## src/rtl/vsfa_pkg.sv

```systemverilog
`timescale 1ns / 1ps

package vsfa_pkg;

  localparam int ROW_PIXELS   = 80;
  localparam int FRAME_ROWS   = 60;
  localparam int HEADER_BYTES = 4;
  localparam int PACKET_LEN   = HEADER_BYTES + 2 * ROW_PIXELS;
  localparam int POS_W        = $clog2(PACKET_LEN);

  localparam int CMD_W   = 2;
  localparam int BYTE_W  = 8;
  localparam int ROW_W   = 6;
  localparam int EXP_W   = ROW_W + 1;
  localparam int COL_W   = 7;
  localparam int PIX_W   = 16;
  localparam int STAT_W  = 2;
  localparam int MISS_W  = 6;
  localparam int CNT_W   = 16;
  localparam int IDX_W   = 2;
  localparam int CFG_W   = 16;

  localparam int OUT_DATA_W = 56;
  localparam int OUT_USED_W = ROW_W + COL_W + PIX_W + STAT_W + MISS_W + CNT_W;

  localparam logic [BYTE_W-1:0] NIBBLE_MASK = 8'h0F;
  localparam logic [CNT_W-1:0]  CNT_MAX     = '1;
  localparam logic [MISS_W-1:0] MISS_MAX    = '1;

  localparam logic [CFG_W-1:0]  TIMEOUT_RST     = 16'd1000;
  localparam logic [CFG_W-1:0]  MAX_DISCARD_RST = 16'd1000;
  localparam logic [MISS_W-1:0] MAX_MISSING_RST = 6'd2;

  localparam logic [CMD_W-1:0] CMD_BYTE  = 2'd0;
  localparam logic [CMD_W-1:0] CMD_TICK  = 2'd1;
  localparam logic [CMD_W-1:0] CMD_START = 2'd2;

  localparam logic [STAT_W-1:0] STAT_OK        = 2'd0;
  localparam logic [STAT_W-1:0] STAT_TIMEOUT   = 2'd1;
  localparam logic [STAT_W-1:0] STAT_SYNC_LOST = 2'd2;

  localparam logic [IDX_W-1:0] REG_TIMEOUT     = 2'd0;
  localparam logic [IDX_W-1:0] REG_MAX_DISCARD = 2'd1;
  localparam logic [IDX_W-1:0] REG_MAX_MISSING = 2'd2;

  typedef enum logic [1:0] {
    PH_IDLE,
    PH_WAIT,
    PH_SEQ
  } phase_t;

  typedef enum logic [1:0] {
    KIND_SKIP,
    KIND_STORE,
    KIND_BADNIB
  } kind_t;

  typedef struct packed {
    logic [CMD_W-1:0]  cmd;
    logic [BYTE_W-1:0] data_byte;
  } in_item_t;

  typedef struct packed {
    logic              pixel_valid;
    logic [ROW_W-1:0]  pixel_row;
    logic [COL_W-1:0]  pixel_column;
    logic [PIX_W-1:0]  pixel_value;
    logic              frame_done;
    logic [STAT_W-1:0] frame_status;
    logic [MISS_W-1:0] missing_rows;
    logic [CNT_W-1:0]  resync_count;
  } result_t;

endpackage

```

## src/rtl/video_spi_frame_assembler.sv

```systemverilog
`timescale 1ns / 1ps

// Assembles one video frame from a byte stream of fixed-length packets (4 header
// bytes, then 80 big-endian 16-bit pixels) and reports one result per input
// transaction: a pixel write on the low byte of each pixel of a stored row, and
// a frame end with status ok, timeout or sync lost. A start command (tuser 2)
// arms a frame read, millisecond ticks (tuser 1) drive the timeout, stream bytes
// (tuser 0) carry the packets. The block takes one transaction per clock while
// out_tready holds no result back: each transaction passes an input register, the
// state update logic and a result register, with no stall of its own.
// Make configuration writes only while no transaction is in flight.

module video_spi_frame_assembler
  import vsfa_pkg::*;
(
  input  logic                  clk,
  input  logic                  rst_n,
  input  logic                  in_tvalid,
  output logic                  in_tready,
  input  logic [BYTE_W-1:0]     in_tdata,   // data_byte
  input  logic [CMD_W-1:0]      in_tuser,   // cmd
  output logic                  out_tvalid,
  input  logic                  out_tready,
  output logic [OUT_DATA_W-1:0] out_tdata,  // pixel_row, pixel_column, pixel_value,
                                            // frame_status, missing_rows, resync_count
  output logic                  out_tuser,  // pixel_valid
  output logic                  out_tlast,  // frame_done
  input  logic                  cfg_we,
  input  logic [IDX_W-1:0]      cfg_index,
  input  logic [CFG_W-1:0]      cfg_wdata
);

  in_item_t in_item;
  in_item_t item;
  logic     item_valid;
  logic     advance;
  result_t  result;
  result_t  out_result;

  assign in_item.cmd       = in_tuser;
  assign in_item.data_byte = in_tdata;

  vsfa_in_reg u_in_reg (
    .clk        (clk),
    .rst_n      (rst_n),
    .in_valid   (in_tvalid),
    .in_ready   (in_tready),
    .in_item    (in_item),
    .advance    (advance),
    .item_valid (item_valid),
    .item       (item)
  );

  vsfa_core u_core (
    .clk       (clk),
    .rst_n     (rst_n),
    .cfg_we    (cfg_we),
    .cfg_index (cfg_index),
    .cfg_wdata (cfg_wdata),
    .advance   (advance),
    .item      (item),
    .result    (result)
  );

  vsfa_out_reg u_out_reg (
    .clk        (clk),
    .rst_n      (rst_n),
    .item_valid (item_valid),
    .result     (result),
    .advance    (advance),
    .out_valid  (out_tvalid),
    .out_ready  (out_tready),
    .out_result (out_result)
  );

  assign out_tuser = out_result.pixel_valid;
  assign out_tlast = out_result.frame_done;
  assign out_tdata = {(OUT_DATA_W - OUT_USED_W)'(0),
                      out_result.resync_count,
                      out_result.missing_rows,
                      out_result.frame_status,
                      out_result.pixel_value,
                      out_result.pixel_column,
                      out_result.pixel_row};

endmodule

```

## src/rtl/vsfa_in_reg.sv

```systemverilog
`timescale 1ns / 1ps

module vsfa_in_reg
  import vsfa_pkg::*;
(
  input  logic     clk,
  input  logic     rst_n,
  input  logic     in_valid,
  output logic     in_ready,
  input  in_item_t in_item,
  input  logic     advance,
  output logic     item_valid,
  output in_item_t item
);

  logic     valid_r;
  in_item_t item_r;

  assign in_ready   = !valid_r || advance;
  assign item_valid = valid_r;
  assign item       = item_r;

  always_ff @(posedge clk) begin
    if (!rst_n) begin
      valid_r <= 1'b0;
    end else if (in_ready) begin
      valid_r <= in_valid;
    end
  end

  always_ff @(posedge clk) begin
    if (in_ready && in_valid) begin
      item_r <= in_item;
    end
  end

endmodule

```

## src/rtl/vsfa_core.sv

```systemverilog
`timescale 1ns / 1ps

module vsfa_core
  import vsfa_pkg::*;
(
  input  logic              clk,
  input  logic              rst_n,
  input  logic              cfg_we,
  input  logic [IDX_W-1:0]  cfg_index,
  input  logic [CFG_W-1:0]  cfg_wdata,
  input  logic              advance,
  input  in_item_t          item,
  output result_t           result
);

  logic [CFG_W-1:0]  timeout_r;
  logic [CFG_W-1:0]  max_discard_r;
  logic [MISS_W-1:0] max_missing_r;

  phase_t            phase_r, phase_nxt;
  logic [POS_W-1:0]  pos_r, pos_nxt;
  logic [ROW_W-1:0]  header_row_r, header_row_nxt;
  kind_t             kind_r, kind_nxt;
  logic [EXP_W-1:0]  exp_row_r, exp_row_nxt;
  logic [MISS_W-1:0] missing_r, missing_nxt;
  logic [CNT_W-1:0]  discard_r, discard_nxt;
  logic [CNT_W-1:0]  elapsed_r, elapsed_nxt;
  logic [BYTE_W-1:0] high_r, high_nxt;
  logic [CNT_W-1:0]  resyncs_r, resyncs_nxt;

  logic [ROW_W-1:0]  row_in;
  logic [EXP_W-1:0]  row_ext;
  logic [EXP_W-1:0]  miss_sum;
  logic [POS_W-1:0]  pix_pos;
  logic              done;
  logic [STAT_W-1:0] status;

  always_ff @(posedge clk) begin
    if (!rst_n) begin
      timeout_r     <= TIMEOUT_RST;
      max_discard_r <= MAX_DISCARD_RST;
      max_missing_r <= MAX_MISSING_RST;
    end else if (cfg_we) begin
      unique case (cfg_index)
        REG_TIMEOUT:     timeout_r     <= cfg_wdata;
        REG_MAX_DISCARD: max_discard_r <= cfg_wdata;
        REG_MAX_MISSING: max_missing_r <= cfg_wdata[MISS_W-1:0];
        default: ;
      endcase
    end
  end

  always_ff @(posedge clk) begin
    if (!rst_n) begin
      phase_r      <= PH_IDLE;
      pos_r        <= '0;
      header_row_r <= '0;
      kind_r       <= KIND_SKIP;
      exp_row_r    <= EXP_W'(1);
      missing_r    <= '0;
      discard_r    <= '0;
      elapsed_r    <= '0;
      high_r       <= '0;
      resyncs_r    <= '0;
    end else if (advance) begin
      phase_r      <= phase_nxt;
      pos_r        <= pos_nxt;
      header_row_r <= header_row_nxt;
      kind_r       <= kind_nxt;
      exp_row_r    <= exp_row_nxt;
      missing_r    <= missing_nxt;
      discard_r    <= discard_nxt;
      elapsed_r    <= elapsed_nxt;
      high_r       <= high_nxt;
      resyncs_r    <= resyncs_nxt;
    end
  end

  assign row_in  = item.data_byte[ROW_W-1:0];
  assign row_ext = {1'b0, row_in};
  assign pix_pos = pos_r - POS_W'(HEADER_BYTES);

  always_comb begin
    phase_nxt      = phase_r;
    pos_nxt        = pos_r;
    header_row_nxt = header_row_r;
    kind_nxt       = kind_r;
    exp_row_nxt    = exp_row_r;
    missing_nxt    = missing_r;
    discard_nxt    = discard_r;
    elapsed_nxt    = elapsed_r;
    high_nxt       = high_r;
    resyncs_nxt    = resyncs_r;
    miss_sum       = '0;
    done           = 1'b0;
    status         = STAT_OK;
    result         = '0;

    case (item.cmd)
      CMD_START: begin
        phase_nxt   = PH_WAIT;
        pos_nxt     = '0;
        kind_nxt    = KIND_SKIP;
        exp_row_nxt = EXP_W'(1);
        missing_nxt = '0;
        discard_nxt = '0;
        elapsed_nxt = '0;
      end
      CMD_TICK: begin
        if (phase_r != PH_IDLE) begin
          if (elapsed_r != CNT_MAX) begin
            elapsed_nxt = elapsed_r + CNT_W'(1);
          end
          if (elapsed_nxt > timeout_r) begin
            done   = 1'b1;
            status = STAT_TIMEOUT;
          end
        end
      end
      CMD_BYTE: begin
        if (phase_r != PH_IDLE) begin
          if (pos_r == POS_W'(0)) begin
            kind_nxt = ((item.data_byte & NIBBLE_MASK) == NIBBLE_MASK) ? KIND_BADNIB
                                                                       : KIND_SKIP;
          end else if (pos_r == POS_W'(1)) begin
            if (kind_r == KIND_BADNIB || row_ext >= EXP_W'(FRAME_ROWS)) begin
              kind_nxt = KIND_SKIP;
              if (discard_r != CNT_MAX) begin
                discard_nxt = discard_r + CNT_W'(1);
              end
              if (discard_nxt >= max_discard_r) begin
                done   = 1'b1;
                status = STAT_SYNC_LOST;
              end
            end else begin
              discard_nxt    = '0;
              header_row_nxt = row_in;
              kind_nxt       = KIND_SKIP;
              if (row_in == ROW_W'(0)) begin
                phase_nxt   = PH_SEQ;
                missing_nxt = '0;
                kind_nxt    = KIND_STORE;
              end else if (phase_r == PH_SEQ && row_ext >= exp_row_r) begin
                miss_sum    = {1'b0, missing_r} + (row_ext - exp_row_r);
                missing_nxt = (miss_sum > EXP_W'(MISS_MAX)) ? MISS_MAX
                                                            : miss_sum[MISS_W-1:0];
                kind_nxt    = KIND_STORE;
              end
            end
          end else if (pos_r >= POS_W'(HEADER_BYTES) && kind_r == KIND_STORE) begin
            if (!pix_pos[0]) begin
              high_nxt = item.data_byte;
            end else begin
              result.pixel_valid  = 1'b1;
              result.pixel_row    = header_row_r;
              result.pixel_column = COL_W'(pix_pos >> 1);
              result.pixel_value  = {high_r, item.data_byte};
            end
          end

          if (!done && pos_r == POS_W'(PACKET_LEN - 1)) begin
            pos_nxt = '0;
            if (kind_nxt == KIND_STORE) begin
              exp_row_nxt = {1'b0, header_row_nxt} + EXP_W'(1);
              if (exp_row_nxt >= EXP_W'(FRAME_ROWS)) begin
                done   = 1'b1;
                status = (missing_nxt > max_missing_r) ? STAT_SYNC_LOST : STAT_OK;
                result.missing_rows = missing_nxt;
              end
            end
            kind_nxt = KIND_SKIP;
          end else begin
            pos_nxt = pos_r + POS_W'(1);
          end
        end
      end
      default: ;
    endcase

    if (done) begin
      phase_nxt = PH_IDLE;
      if (status != STAT_OK && resyncs_r != CNT_MAX) begin
        resyncs_nxt = resyncs_r + CNT_W'(1);
      end
    end

    result.frame_done   = done;
    result.frame_status = status;
    result.resync_count = resyncs_nxt;
  end

endmodule

```

## src/rtl/vsfa_out_reg.sv

```systemverilog
`timescale 1ns / 1ps

module vsfa_out_reg
  import vsfa_pkg::*;
(
  input  logic    clk,
  input  logic    rst_n,
  input  logic    item_valid,
  input  result_t result,
  output logic    advance,
  output logic    out_valid,
  input  logic    out_ready,
  output result_t out_result
);

  logic    valid_r;
  result_t result_r;

  assign advance    = item_valid && (!valid_r || out_ready);
  assign out_valid  = valid_r;
  assign out_result = result_r;

  always_ff @(posedge clk) begin
    if (!rst_n) begin
      valid_r <= 1'b0;
    end else if (!valid_r || out_ready) begin
      valid_r <= item_valid;
    end
  end

  always_ff @(posedge clk) begin
    if (advance) begin
      result_r <= result;
    end
  end

endmodule

```

## config.mk

```make
export PLATFORM = sky130hd
export DESIGN_NAME = video_spi_frame_assembler
export DESIGN_NICKNAME = d
export VERILOG_FILES = /design/src/rtl/vsfa_pkg.sv /design/src/rtl/video_spi_frame_assembler.sv /design/src/rtl/vsfa_in_reg.sv /design/src/rtl/vsfa_core.sv /design/src/rtl/vsfa_out_reg.sv
export SDC_FILE = /design/constraint.sdc
export NUM_CORES = 1
export LEC_CHECK = 0
export ABC_AREA = 1
export BUFFER_PORTS_ARGS = -buffer_cell sky130_fd_sc_hd__buf_2
export CORE_AREA = 4 4 108 213
export DETAILED_ROUTE_END_ITERATION = 12
export DIE_AREA = 0 0 112 217
export MAX_ROUTING_LAYER = met4
export PLACE_DENSITY = 0.68
export SLEW_MARGIN = 20
export SYNTH_ARGS = -nofsm -noshare
export SYNTH_HDL_FRONTEND = slang
export SYNTH_SLANG_ARGS = --single-unit
```

## constraint.sdc

```tcl
create_clock -name clk -period 6 [get_ports clk]
set_input_delay 1.2 -clock clk [delete_from_list [all_inputs] [get_ports clk]]
set_output_delay 1.2 -clock clk [all_outputs]
set_load 0.02 [all_outputs]
```

==> impl_metrics.py, run 1 <==
metrics = {
    "route": {
        "vias": 9049,
        "ant_nets": 0,
        "drcViolationCount": 0,
        "drt_pass1_iterations": 5,
        "drtIter0Drc": 389,
        "via_per_inst": 5.26,
        "finalWirelength_microns": 26000,
        "post_drt_wl_per_cell_microns": 15.1,
    },
    "sta": {
        "rsz0062_at_grt": "no",
        "drv_slew": 0,
        "fin_crit_ns": 4.93,
        "worst_slack_ns": 1.07,
        "timing.final.crit_share": 0.821,
        "hold_violations": 0,
        "worst_pin_slew_ns": 0.921,
        "setup_viol": 0,
        "tns_ns": 0,
        "skew_ns": 0.00703,
        "relSlewSlack": 0.385,
        "max_clock_freq_ghz": 0.203,
    },
    "worst_setup_path": {
        "max_stage_delay_ns": 0.56,
        "worstPathCellList": "fa_1 -> ha_1 -> nand2_1 -> nor2_1 -> a211oi_1 -> o21ai_0 -> a21oi_1 -> xor2_1 -> and2_1 -> nand2_1 -> o211ai_1 -> o21ai_0 -> ha_1 -> nand2_1 -> nor2_1 -> o21ai_0 -> a41oi_1 -> inv_1 -> nand3_1 -> nand3_2 -> nand2_4 -> nand2_4 -> nand2_1 -> nand2_1",
        "crit_slowest_cell": "edfxtp_1",
        "path_max_fanout": 17,
        "critPathMostFrequentCell": "nand2_1",
        "required_ns": 6.21,
        "r2r-start": "u_in_reg.item[2]$_DFFE_PP_",
        "crit_arrival_ns": 5.13,
        "timing_worst_setup_path_type": "reg -> reg",
        "cp-end-kind": "flip-flop",
        "critical_path.startpoint": "u_in_reg.item[2]$_DFFE_PP_",
        "startpoint_type": "flip-flop",
    },
    "synthesis": {
        "synth_edf_count": 65,
        "synth-main-ff-cell": "dfxtp_1",
        "synthArstFlopShare": 0,
        "seq_area_frac_synth": 0.426,
        "post_synth_num_cell_types": 49,
        "syn_area_sq_um": 10500,
        "ys_seq_elements": 192,
        "yosysWarnings": 0,
        "syn_area_per_cell_sq_um": 7.75,
        "syn-instance-count": 1361,
    },
    "clock_tree": {
        "cts_setup_buffers": 0,
        "cts-htree-levels": 4,
        "cts_tree": "built",
        "clockBufferDepth": 2,
        "cts_buffers": 17,
        "clk_latency_ns": 0.45,
        "cts_hold_buffers": 0,
        "postCtsResizedCells": 0,
        "cts_root_buf": "clkbuf_16",
        "clk_pin_slew_ns": 0.07,
        "clock_sinks": 192,
    },
    "power": {
        "ir_drop_uv": 176,
        "switchingPower_uw": 694,
        "intPower_uw": 2080,
        "p_leak_uw": 0.00499,
        "swShare": 0.251,
        "powerDensity_nw_per_um2": 236,
        "clockPowerShare": 0.405,
        "p_seq_frac": 0.510,
        "total_power_uw": 2770,
        "combPwrFrac": 0.085,
    },
    "placement": {
        "gp_congestion": 0.942,
        "pre_cts_slack_ns": 1.13,
        "detailed_place_hpwl_microns": 19700,
        "portBuffers": 89,
    },
    "grt": {
        "grt_pass1_vias": 8911,
        "antenna_found_initial": 0,
        "grt_max_degree": 74,
        "grt_pass1_wl_microns": 42500,
        "grt_use_total": 0.226,
        "grt_overflow": 0,
    },
    "die": {
        "die-area_sq_um": 24300,
        "die_y_microns": 217,
        "rows": 76,
        "start_util": 0.493,
        "core_sq_um": 21400,
        "die_w_microns": 112,
        "top_level_ports": 93,
    },
    "worst_hold_path": {
        "hold_path_class": "reg -> reg",
        "hold_path_startpoint": "u_core.high_r[4]$_SDFFE_PN0P_",
    },
    "cells_and_area": {
        "final_common_cell": "nand2_1",
        "fillers": 2066,
        "nets": 1537,
        "fin_util": 0.550,
        "area_growth_pct": 11.5,
        "drive_above_1_share": 0.112,
        "diodes": 0,
        "layout_common_cells": "263 x nand2_1, 213 x inv_1, 142 x a21oi_1",
    },
    "flow_run": {
        "drv_cap": 0,
    },
    "status": {
        "outcome": "completed",
    },
}
[kinds of logic (layout without fill, tap and decap cells)]
kind of cell    after synthesis  after routing  synth area share
compound gates              251            251             0.129
xor+xnor                     41             41            0.0340
fa+ha+maj                    69             69            0.0861
buf+inv                     262            347            0.0973
flops                       192            192             0.426
other cells                   1              3          0.000355
simple gates                545            545             0.227
[final timing paths]
path,endpoint,slack (ns),cells after the start
setup / recovery,u_out_reg.out_result[14]$_DFFE_PP_,1.07,24
hold / removal,u_core.high_r[4]$_SDFFE_PN0P_,0.45,2
setup reg to reg,u_out_reg.out_result[14]$_DFFE_PP_,1.07,24
hold reg to reg,u_core.high_r[4]$_SDFFE_PN0P_,0.45,2
[Yosys cell counts (3+ instances only)]
| cell type | count | area share |
|---|---|---|
| inv_2 | 4 | 0.0014 |
| nand3_1 | 77 | 0.037 |
| buf_4 | 4 | 0.0028 |
| nor4_1 | 4 | 0.0024 |
| nor3_1 | 32 | 0.015 |
| edfxtp_1 | 65 | 0.19 |
| o21ai_0 | 58 | 0.028 |
| a211oi_1 | 7 | 0.0050 |
| clkbuf_1 | 30 | 0.011 |
| a21oi_1 | 142 | 0.067 |
| nand2_2 | 14 | 0.0083 |
| nand4_1 | 16 | 0.0095 |
| a31oi_1 | 11 | 0.0065 |
| xor2_1 | 34 | 0.028 |
| nor2_2 | 4 | 0.0024 |
| o21ai_1 | 6 | 0.0028 |
| fa_1 | 6 | 0.011 |
| buf_6 | 3 | 0.0032 |
| nand2_1 | 263 | 0.094 |
| ha_1 | 63 | 0.075 |
| inv_1 | 214 | 0.076 |
| xnor2_1 | 7 | 0.0058 |
| dfxtp_1 | 127 | 0.24 |
| buf_2 | 4 | 0.0019 |
| nor2_1 | 117 | 0.042 |
| o211ai_1 | 17 | 0.012 |
[per-stage QoR]
stage	std cells	area, sq um	hold slack (ns)
6_report	1721	11800	0.453
3_3_place_gp	1689	11200	0.441
3_5_place_dp	1689	11200	0.446
2_1_floorplan	1363	10600	0.430
5_1_grt	1721	11800	0.478
4_1_cts	1721	11800	0.457
[power by group through the flow]
| stage | Combinational [uW] | Clock [uW] | Sequential [uW] |
|---|---|---|---|
| 2_1_floorplan | 141 | 0 | 1460 |
| 3_3_place_gp | 230 | 0 | 1440 |
| 3_5_place_dp | 235 | 0 | 1440 |
| 4_1_cts | 237 | 1150 | 1410 |
| 5_1_grt | 265 | 1200 | 1420 |
| 6_report | 235 | 1120 | 1410 |
[layout make-up]
type                       instances  area (sq um)  share of cell area
timing repair buffer              95           490              0.0417
tap                              273           342              0.0290
sequential                       192          4490               0.382
multi-input combinational        909          5050               0.429
clock buffer                      19           433              0.0368
clock inverter                    13           135              0.0115
inverter                         220           826              0.0702
[per-layer routing]
layer / global-route usage / vias to the layer above / share of wire
met3: 0.0378 / 79 / 0.038
met4: 0.116 / 0 / 0.041
met5: - / - / 0
met2: 0.433 / 208 / 0.57
met1: 0.213 / 4173 / 0.35
li1: - / 4589 / -
[state kept, by name (all words and copies together) (netlist names), 6 cells and up]
register	flops
u_out_reg.out_result	55
u_core.discard_r	16
u_core.elapsed_r	16
u_core.max_discard_r	16
u_core.resyncs_r	16
u_core.timeout_r	16
u_in_reg.item	10
u_core.high_r	8
u_core.pos_r	8
u_core.exp_row_r	7
u_core.header_row_r	6
u_core.max_missing_r	6
u_core.missing_r	6
[worst max-delay path: cells and delay by family (launching register included)]
kind | cells | cell delay [ns]
fa+ha+maj | 3 | 1.20
xor+xnor | 1 | 0.25
buf+inv | 1 | 0.05
flops | 1 | 0.56
simple gates | 12 | 1.45
compound gates | 7 | 1.15
Power figures use the tool's default switching activity.
==> run 2: changes to the inputs <==
--- a/config.mk
+++ b/config.mk
@@ -5,13 +5,13 @@
 export SDC_FILE = /design/constraint.sdc
 export NUM_CORES = 1
 export LEC_CHECK = 0
-export ABC_AREA = 1
+export ABC_AREA = 0
 export BUFFER_PORTS_ARGS = -buffer_cell sky130_fd_sc_hd__buf_2
-export CORE_AREA = 4 4 108 213
+export CORE_AREA = 4 4 108 212
 export DETAILED_ROUTE_END_ITERATION = 12
-export DIE_AREA = 0 0 112 217
+export DIE_AREA = 0 0 112 216
 export MAX_ROUTING_LAYER = met4
-export PLACE_DENSITY = 0.68
+export PLACE_DENSITY = 0.7
 export SLEW_MARGIN = 20
 export SYNTH_ARGS = -nofsm -noshare
 export SYNTH_HDL_FRONTEND = slang
==> constraint.sdc (replaced) <==
create_clock -name clk -period 4.45 [get_ports clk]
set_input_delay 0.89 -clock clk [delete_from_list [all_inputs] [get_ports clk]]
set_output_delay 0.89 -clock clk [all_outputs]
set_load 0.02 [all_outputs]
==> run 2 against run 1 <==
- total power up 31%
- cell area up 8.8%
- synthesized cell count down 13%
- largest cell class unchanged
- the flow now finishes with violations (setup timing)
==> impl_metrics.py, run 2 <==
metrics = {
    "sta": {
        "drv_slew": 0,
        "worst_pin_slew_ns": 0.800,
        "timing.final.crit_share": 1.09,
        "setup_viol": 32,
        "hold_violations": 0,
        "rsz0062_at_grt": "yes",
        "skew_ns": 0.0124,
        "relSlewSlack": 0.465,
        "fin_crit_ns": 4.86,
        "tns_ns": -8.64,
        "worst_slack_ns": -0.414,
        "max_clock_freq_ghz": 0.206,
    },
    "synthesis": {
        "synthTopCellsByCount": "130 x nand2_1, 127 x dfxtp_1, 118 x nor2_1",
        "seq_area_frac_synth": 0.429,
        "yosys.area.top_type": "dfxtp_1",
        "syn_area_sq_um": 10500,
        "ys_seq_elements": 192,
        "synth-main-ff-cell": "dfxtp_1",
        "syn-instance-count": 1182,
        "ys_top_cells_by_area": "dfxtp_1 24%, edfxtp_1 19%, ha_1 7.5%, nand2_1 4.7%, a21oi_1 4.6%",
        "synth_top_area_frac": 0.242,
        "post_synth_num_cell_types": 79,
        "synth_edf_count": 65,
        "synth_most_common_cell": "nand2_1",
        "yosysWarnings": 0,
        "syn_area_per_cell_sq_um": 8.87,
        "synthArstFlopShare": 0,
    },
    "placement": {
        "detailed_place_hpwl_microns": 20100,
        "gp_congestion": 0.922,
        "pre_cts_slack_ns": -0.439,
        "portBuffers": 89,
    },
    "worst_setup_path": {
        "required_ns": 4.84,
        "startpoint_type": "flip-flop",
        "timing_worst_setup_path_type": "reg -> reg",
        "crit_arrival_ns": 5.25,
        "worstPathCellList": "inv_2 -> fa_1 -> ha_4 -> nor2b_4 -> o21ai_2 -> a21boi_2 -> o21a_1 -> or3_4 -> a21oi_1 -> a2bb2oi_2 -> ha_1 -> nand4_1 -> o22ai_1 -> or4b_4 -> a21o_1 -> o211ai_4 -> nand4_4 -> buf_4 -> or4_4 -> a21oi_1",
        "cp-end-kind": "flip-flop",
        "crit_slowest_cell": "fa_1",
        "max_stage_delay_ns": 0.57,
        "critPathMostFrequentCell": "a21oi_1",
        "path_max_fanout": 6,
    },
    "die": {
        "die-area_sq_um": 24200,
        "rows": 75,
        "die_w_microns": 112,
        "start_util": 0.497,
        "top_level_ports": 93,
        "die_y_microns": 216,
        "core_sq_um": 21100,
    },
    "grt": {
        "grt_pass1_vias": 9039,
        "antenna_found_initial": 0,
        "grt_overflow": 0,
        "grt_max_degree": 54,
        "grt_pass1_wl_microns": 43800,
        "grt_use_total": 0.231,
    },
    "cells_and_area": {
        "diodes": 0,
        "drive_above_1_share": 0.231,
        "area_growth_pct": 22.1,
        "final_common_cell": "nand2_1",
        "layout_common_cells": "130 x nand2_1, 125 x dfxtp_1, 108 x nor2_1",
        "largest_register_ffs": 55,
        "nets": 1455,
        "fin_util": 0.606,
    },
    "power": {
        "powerDensity_nw_per_um2": 284,
        "ir_drop_uv": 260,
        "p_leak_uw": 0.00527,
    },
    "clock_tree": {
        "cts_tree": "built",
        "clk_latency_ns": 0.46,
        "clockBufferDepth": 2,
        "cts_root_buf": "clkbuf_16",
        "clock_sinks": 192,
        "cts_buffers": 17,
        "cts_hold_buffers": 0,
        "cts-htree-levels": 4,
        "clk_pin_slew_ns": 0.07,
    },
    "route": {
        "finalWirelength_microns": 27400,
        "via_per_inst": 5.60,
        "drt_pass1_iterations": 5,
        "ant_nets": 0,
        "drtIter0Drc": 349,
        "vias": 9159,
        "post_drt_wl_per_cell_microns": 16.7,
        "drcViolationCount": 0,
    },
    "flow_run": {
        "drv_cap": 0,
    },
    "worst_hold_path": {
        "hold_path_class": "reg -> reg",
    },
    "status": {
        "outcome": "finished with violations",
        "failed_checks": "setup timing",
    },
}
[run 2: cell count changes in the layout (fill, tap and decap cells not counted), moves of 27 or more]
| cell | before | now |
|---|---|---|
| a21oi_1 | 142 | 90 |
| and2_1 | 2 | 29 |
| buf_4 | 6 | 105 |
| inv_1 | 213 | 74 |
| nand2_1 | 263 | 130 |
| nand3_1 | 77 | 30 |
[run 2: per-stage QoR]
stage	cell area, sq um	hold slack (ns)	power [uW]	cells
after floorplan	10600	0.436	2080	1184
after global placement	11900	0.444	2180	1587
after detailed placement	11900	0.447	2190	1587
after CTS	12600	0.457	3650	1626
after global routing	12800	0.477	3760	1635
final	12800	0.457	3630	1635
[run 2: logic make-up after synthesis]
kind of cell               after synthesis  share of synthesized area
and+or+nand+nor                        447                      0.210
AOI/OAI and AO/OA                      268                      0.160
DFF                                    192                      0.429
buffers and inverters                  131                     0.0504
adders and majority gates               69                     0.0866
xor gates and xnor gates                52                     0.0434
muxes                                   22                     0.0215
other                                    1                   0.000358
[run 2: worst paths after layout]
| kind | startpoint | end | slack, ns | cells after the start |
|---|---|---|---|---|
| worst min-delay path | u_core.max_discard_r[15]$_SDFFE_PN0P_ | u_core.max_discard_r[15]$_SDFFE_PN0P_ | 0.46 | 2 |
| worst min register to register | u_core.max_discard_r[15]$_SDFFE_PN0P_ | u_core.max_discard_r[15]$_SDFFE_PN0P_ | 0.46 | 2 |
| worst max register to register | u_core.exp_row_r[2]$_SDFFE_PN0P_ | u_core.resyncs_r[15]$_SDFFE_PN0P_ | -0.41 | 20 |
| worst max-delay path | u_core.exp_row_r[2]$_SDFFE_PN0P_ | u_core.resyncs_r[15]$_SDFFE_PN0P_ | -0.41 | 20 |
[run 2: worst max-delay path, delay by kind of cell, from the launching register on]
| kind | cells | cell delay (ns) |
|---|---|---|
| AOI/OAI and AO/OA | 9 | 1.49 |
| adders and majority gates | 3 | 1.03 |
| buffers and inverters | 2 | 0.24 |
| DFF | 1 | 0.34 |
| and+or+nand+nor | 6 | 1.70 |
[run 2: routing by layer]
layer,wire length (microns),up-vias,GRT usage
met4,1400,0,0.124
li1,-,4497,-
met3,1000,87,0.0378
met2,15000,215,0.429
met5,0,-,-
met1,9940,4360,0.225
[run 2: timing repair]
item	in CTS	in global routing
resized for setup	23	22
setup buffers	7	8
pin swaps	7	10
setup endpoints to repair	32	33
cloned	0	1
[run 2: final cells by class]
cell class | count | area [sq um]
repair buffers | 200 | 1330
inverters | 81 | 304
clock inverters | 15 | 125
well taps | 269 | 337
multi-input cells | 861 | 5780
flip-flops and latches | 192 | 4500
clock buffers | 17 | 425
fillers | 1869 | 8310
[run 2: power breakdown]
group / switching, uW / internal (uW)
clock: 737 / 731
sequential: 17.6 / 1850
combinational: 187 / 107
==> run 3: changes to the inputs <==
--- a/config.mk
+++ b/config.mk
@@ -6,12 +6,12 @@
 export NUM_CORES = 1
 export LEC_CHECK = 0
 export ABC_AREA = 0
-export BUFFER_PORTS_ARGS = -buffer_cell sky130_fd_sc_hd__buf_2
 export CORE_AREA = 4 4 108 212
 export DETAILED_ROUTE_END_ITERATION = 12
 export DIE_AREA = 0 0 112 216
+export DONT_BUFFER_PORTS = 1
 export MAX_ROUTING_LAYER = met4
-export PLACE_DENSITY = 0.7
+export PLACE_DENSITY = 0.67
 export SLEW_MARGIN = 20
 export SYNTH_ARGS = -nofsm -noshare
 export SYNTH_HDL_FRONTEND = slang
==> run 3 against run 2 <==
- the run still ends with setup timing left
- clock skew shrank 0.0013 ns
- core utilization fell by 2.4 points
- die area did not move
- total power up 2.6%
- register-to-register slack improved by 0.04 ns
- cell count down 6.5%
- largest cell class unchanged
- cell area fell by 3.9%
==> impl_metrics.py, run 3 (synthesis results as in run 2) <==
metrics = {
    "grt": {
        "grt_pass1_vias": 8529,
        "grt_overflow": 0,
        "grt_pass1_wl_microns": 42900,
        "grt_max_degree": 52,
        "antenna_found_initial": 1,
        "grt_use_total": 0.229,
    },
    "route": {
        "ant_nets": 0,
        "vias": 8702,
        "drtIter0Drc": 420,
        "via_per_inst": 5.69,
        "finalWirelength_microns": 27000,
        "drcViolationCount": 0,
        "post_drt_wl_per_cell_microns": 17.6,
        "drt_pass1_iterations": 5,
    },
    "worst_setup_path": {
        "crit_arrival_ns": 5.21,
        "timing_worst_setup_path_type": "reg -> reg",
        "path_max_fanout": 7,
        "rrSetupSlack_ns": -0.37,
        "required_ns": 4.84,
        "startpoint_type": "flip-flop",
        "worstReg2RegEnd": "u_core.resyncs_r[6]$_SDFFE_PN0P_",
        "r2r-start": "u_core.exp_row_r[2]$_SDFFE_PN0P_",
        "r2r_cells": 21,
        "cp-end-kind": "flip-flop",
    },
    "cells_and_area": {
        "fin_area_sq_um": 12300,
        "fin_util": 0.582,
        "area_growth_pct": 17.3,
        "layout_common_cells": "130 x nand2_1, 125 x dfxtp_1, 108 x nor2_1",
        "final_common_cell": "nand2_1",
        "largest_register_ffs": 55,
        "nets": 1348,
        "drive_above_1_share": 0.163,
    },
    "sta": {
        "drv_slew": 0,
        "max_clock_freq_ghz": 0.207,
        "timing.final.crit_share": 1.08,
        "worst_slack_ns": -0.373,
        "skew_ns": 0.0111,
        "rsz0062_at_grt": "yes",
        "worst_pin_slew_ns": 1.01,
        "relSlewSlack": 0.328,
        "hold_violations": 0,
        "fin_crit_ns": 4.82,
        "setup_viol": 32,
        "tns_ns": -9.01,
        "hold_ws_ns": 0.457,
    },
    "clock_tree": {
        "cts_hold_buffers": 0,
        "cts_root_buf": "clkbuf_16",
        "cts-htree-levels": 4,
        "cts_buffers": 17,
        "clockBufferDepth": 2,
        "clock_sinks": 192,
        "clk_latency_ns": 0.46,
        "cts_tree": "built",
        "clk_pin_slew_ns": 0.07,
    },
    "placement": {
        "gp_congestion": 0.905,
        "placed_area_sq_um": 11400,
        "portBuffers": 0,
        "detailed_place_hpwl_microns": 19900,
    },
    "status": {
        "failed_checks": "setup timing",
        "outcome": "finished with violations",
    },
    "worst_hold_path": {
        "worstHoldPathCells": 2,
        "hold_path_startpoint": "u_core.timeout_r[14]$_SDFFE_PN0P_",
        "hold_path_class": "reg -> reg",
        "holdPathEnd": "u_core.timeout_r[14]$_SDFFE_PN0P_",
    },
    "die": {
        "rows": 75,
        "die_y_microns": 216,
        "start_util": 0.497,
        "die-area_sq_um": 24200,
        "die_w_microns": 112,
        "top_level_ports": 93,
        "core_sq_um": 21100,
    },
    "power": {
        "powerDensity_nw_per_um2": 303,
        "ir_drop_uv": 226,
        "total_power_uw": 3730,
        "combPwrFrac": 0.055,
        "clockPowerShare": 0.432,
        "p_seq_frac": 0.513,
        "switchingPower_uw": 925,
        "p_leak_uw": 0.00496,
        "swShare": 0.248,
        "intPower_uw": 2800,
    },
    "flow_run": {
        "drv_cap": 0,
    },
}
[run 3: cell types whose count changed in the layout (fill, tap and decap cells not counted), moves of 4 or more]
cell / previous run / this run
buf_2: 89 / 0
buf_4: 105 / 88
nor3_2: 5 / 1
nor3_4: 1 / 5
or3_1: 12 / 16
or3_4: 7 / 3
[run 3: stage by stage]
stage	setup slack [ns]	instances
5_1_grt	-0.568	1529
3_5_place_dp	-0.410	1487
6_report	-0.373	1529
2_1_floorplan	-0.137	1184
3_3_place_gp	-0.321	1487
4_1_cts	-0.324	1520
[run 3: critical path, cell delays in order, from the launching register on]
cell	delay [ns]
dfxtp_2	0.34
inv_2	0.04
fa_1	0.58
ha_4	0.21
nor2b_4	0.12
o21ai_2	0.14
a21boi_2	0.08
o21a_1	0.21
or3_4	0.39
a21oi_2	0.16
a2bb2oi_2	0.19
inv_2	0.06
ha_4	0.28
nand3_4	0.05
o21ai_2	0.13
or4b_4	0.47
a21o_1	0.20
o211ai_4	0.20
nand4_4	0.21
buf_12	0.21
or3_4	0.36
a21oi_2	0.14
[run 3: power by group through the flow]
stage | clock network (uW) | logic [uW] | registers (uW)
after CTS | 1640 | 196 | 1910
after global routing | 1720 | 229 | 1910
after detailed placement | 0 | 191 | 1950
after global placement | 0 | 189 | 1950
after floorplan | 0 | 140 | 1940
final | 1610 | 206 | 1910
[run 3: per-layer routing]
layer,up-vias,part of all wire,track usage
li1,4282,-,-
met1,4134,0.35,0.220
met2,222,0.56,0.425
met3,64,0.039,0.0448
met4,0,0.047,0.123
met5,-,0,-
[run 3: timing repair]
| action | CTS | global route |
|---|---|---|
| pin swaps | 1 | 9 |
| hold endpoints to repair | 0 | 0 |
| resized for setup | 11 | 31 |
| endpoints found under the setup margin | 32 | 33 |
| setup buffers | 1 | 6 |
| gates cloned | 0 | 2 |
[run 3: cell type report]
class,count,area (sq um)
Inverter,81,304
Clock inverter,14,171
Clock buffer,18,439
Timing Repair Buffer,93,762
Fill cell,1906,8820
Tap cell,269,337
Sequential cell,192,4500
Multi-Input combinational cell,861,5790
Antenna cell,1,2.50
[run 3: worst max-delay path by stage]
stage	start	end	slack [ns]	cells past startpoint
finish	u_core.exp_row_r[2]$_SDFFE_PN0P_	u_core.resyncs_r[6]$_SDFFE_PN0P_	-0.37	21
global route	u_core.missing_r[0]$_SDFFE_PN0P_	u_core.resyncs_r[6]$_SDFFE_PN0P_	-0.57	24
global placement	u_core.exp_row_r[2]$_SDFFE_PN0P_	u_core.resyncs_r[2]$_SDFFE_PN0P_	-0.32	21
floorplan	u_in_reg.item[2]$_DFFE_PP_	u_core.resyncs_r[10]$_SDFFE_PN0P_	-0.14	21
CTS	u_core.exp_row_r[2]$_SDFFE_PN0P_	u_core.resyncs_r[7]$_SDFFE_PN0P_	-0.32	21
detailed placement	u_core.exp_row_r[2]$_SDFFE_PN0P_	u_core.resyncs_r[5]$_SDFFE_PN0P_	-0.41	21
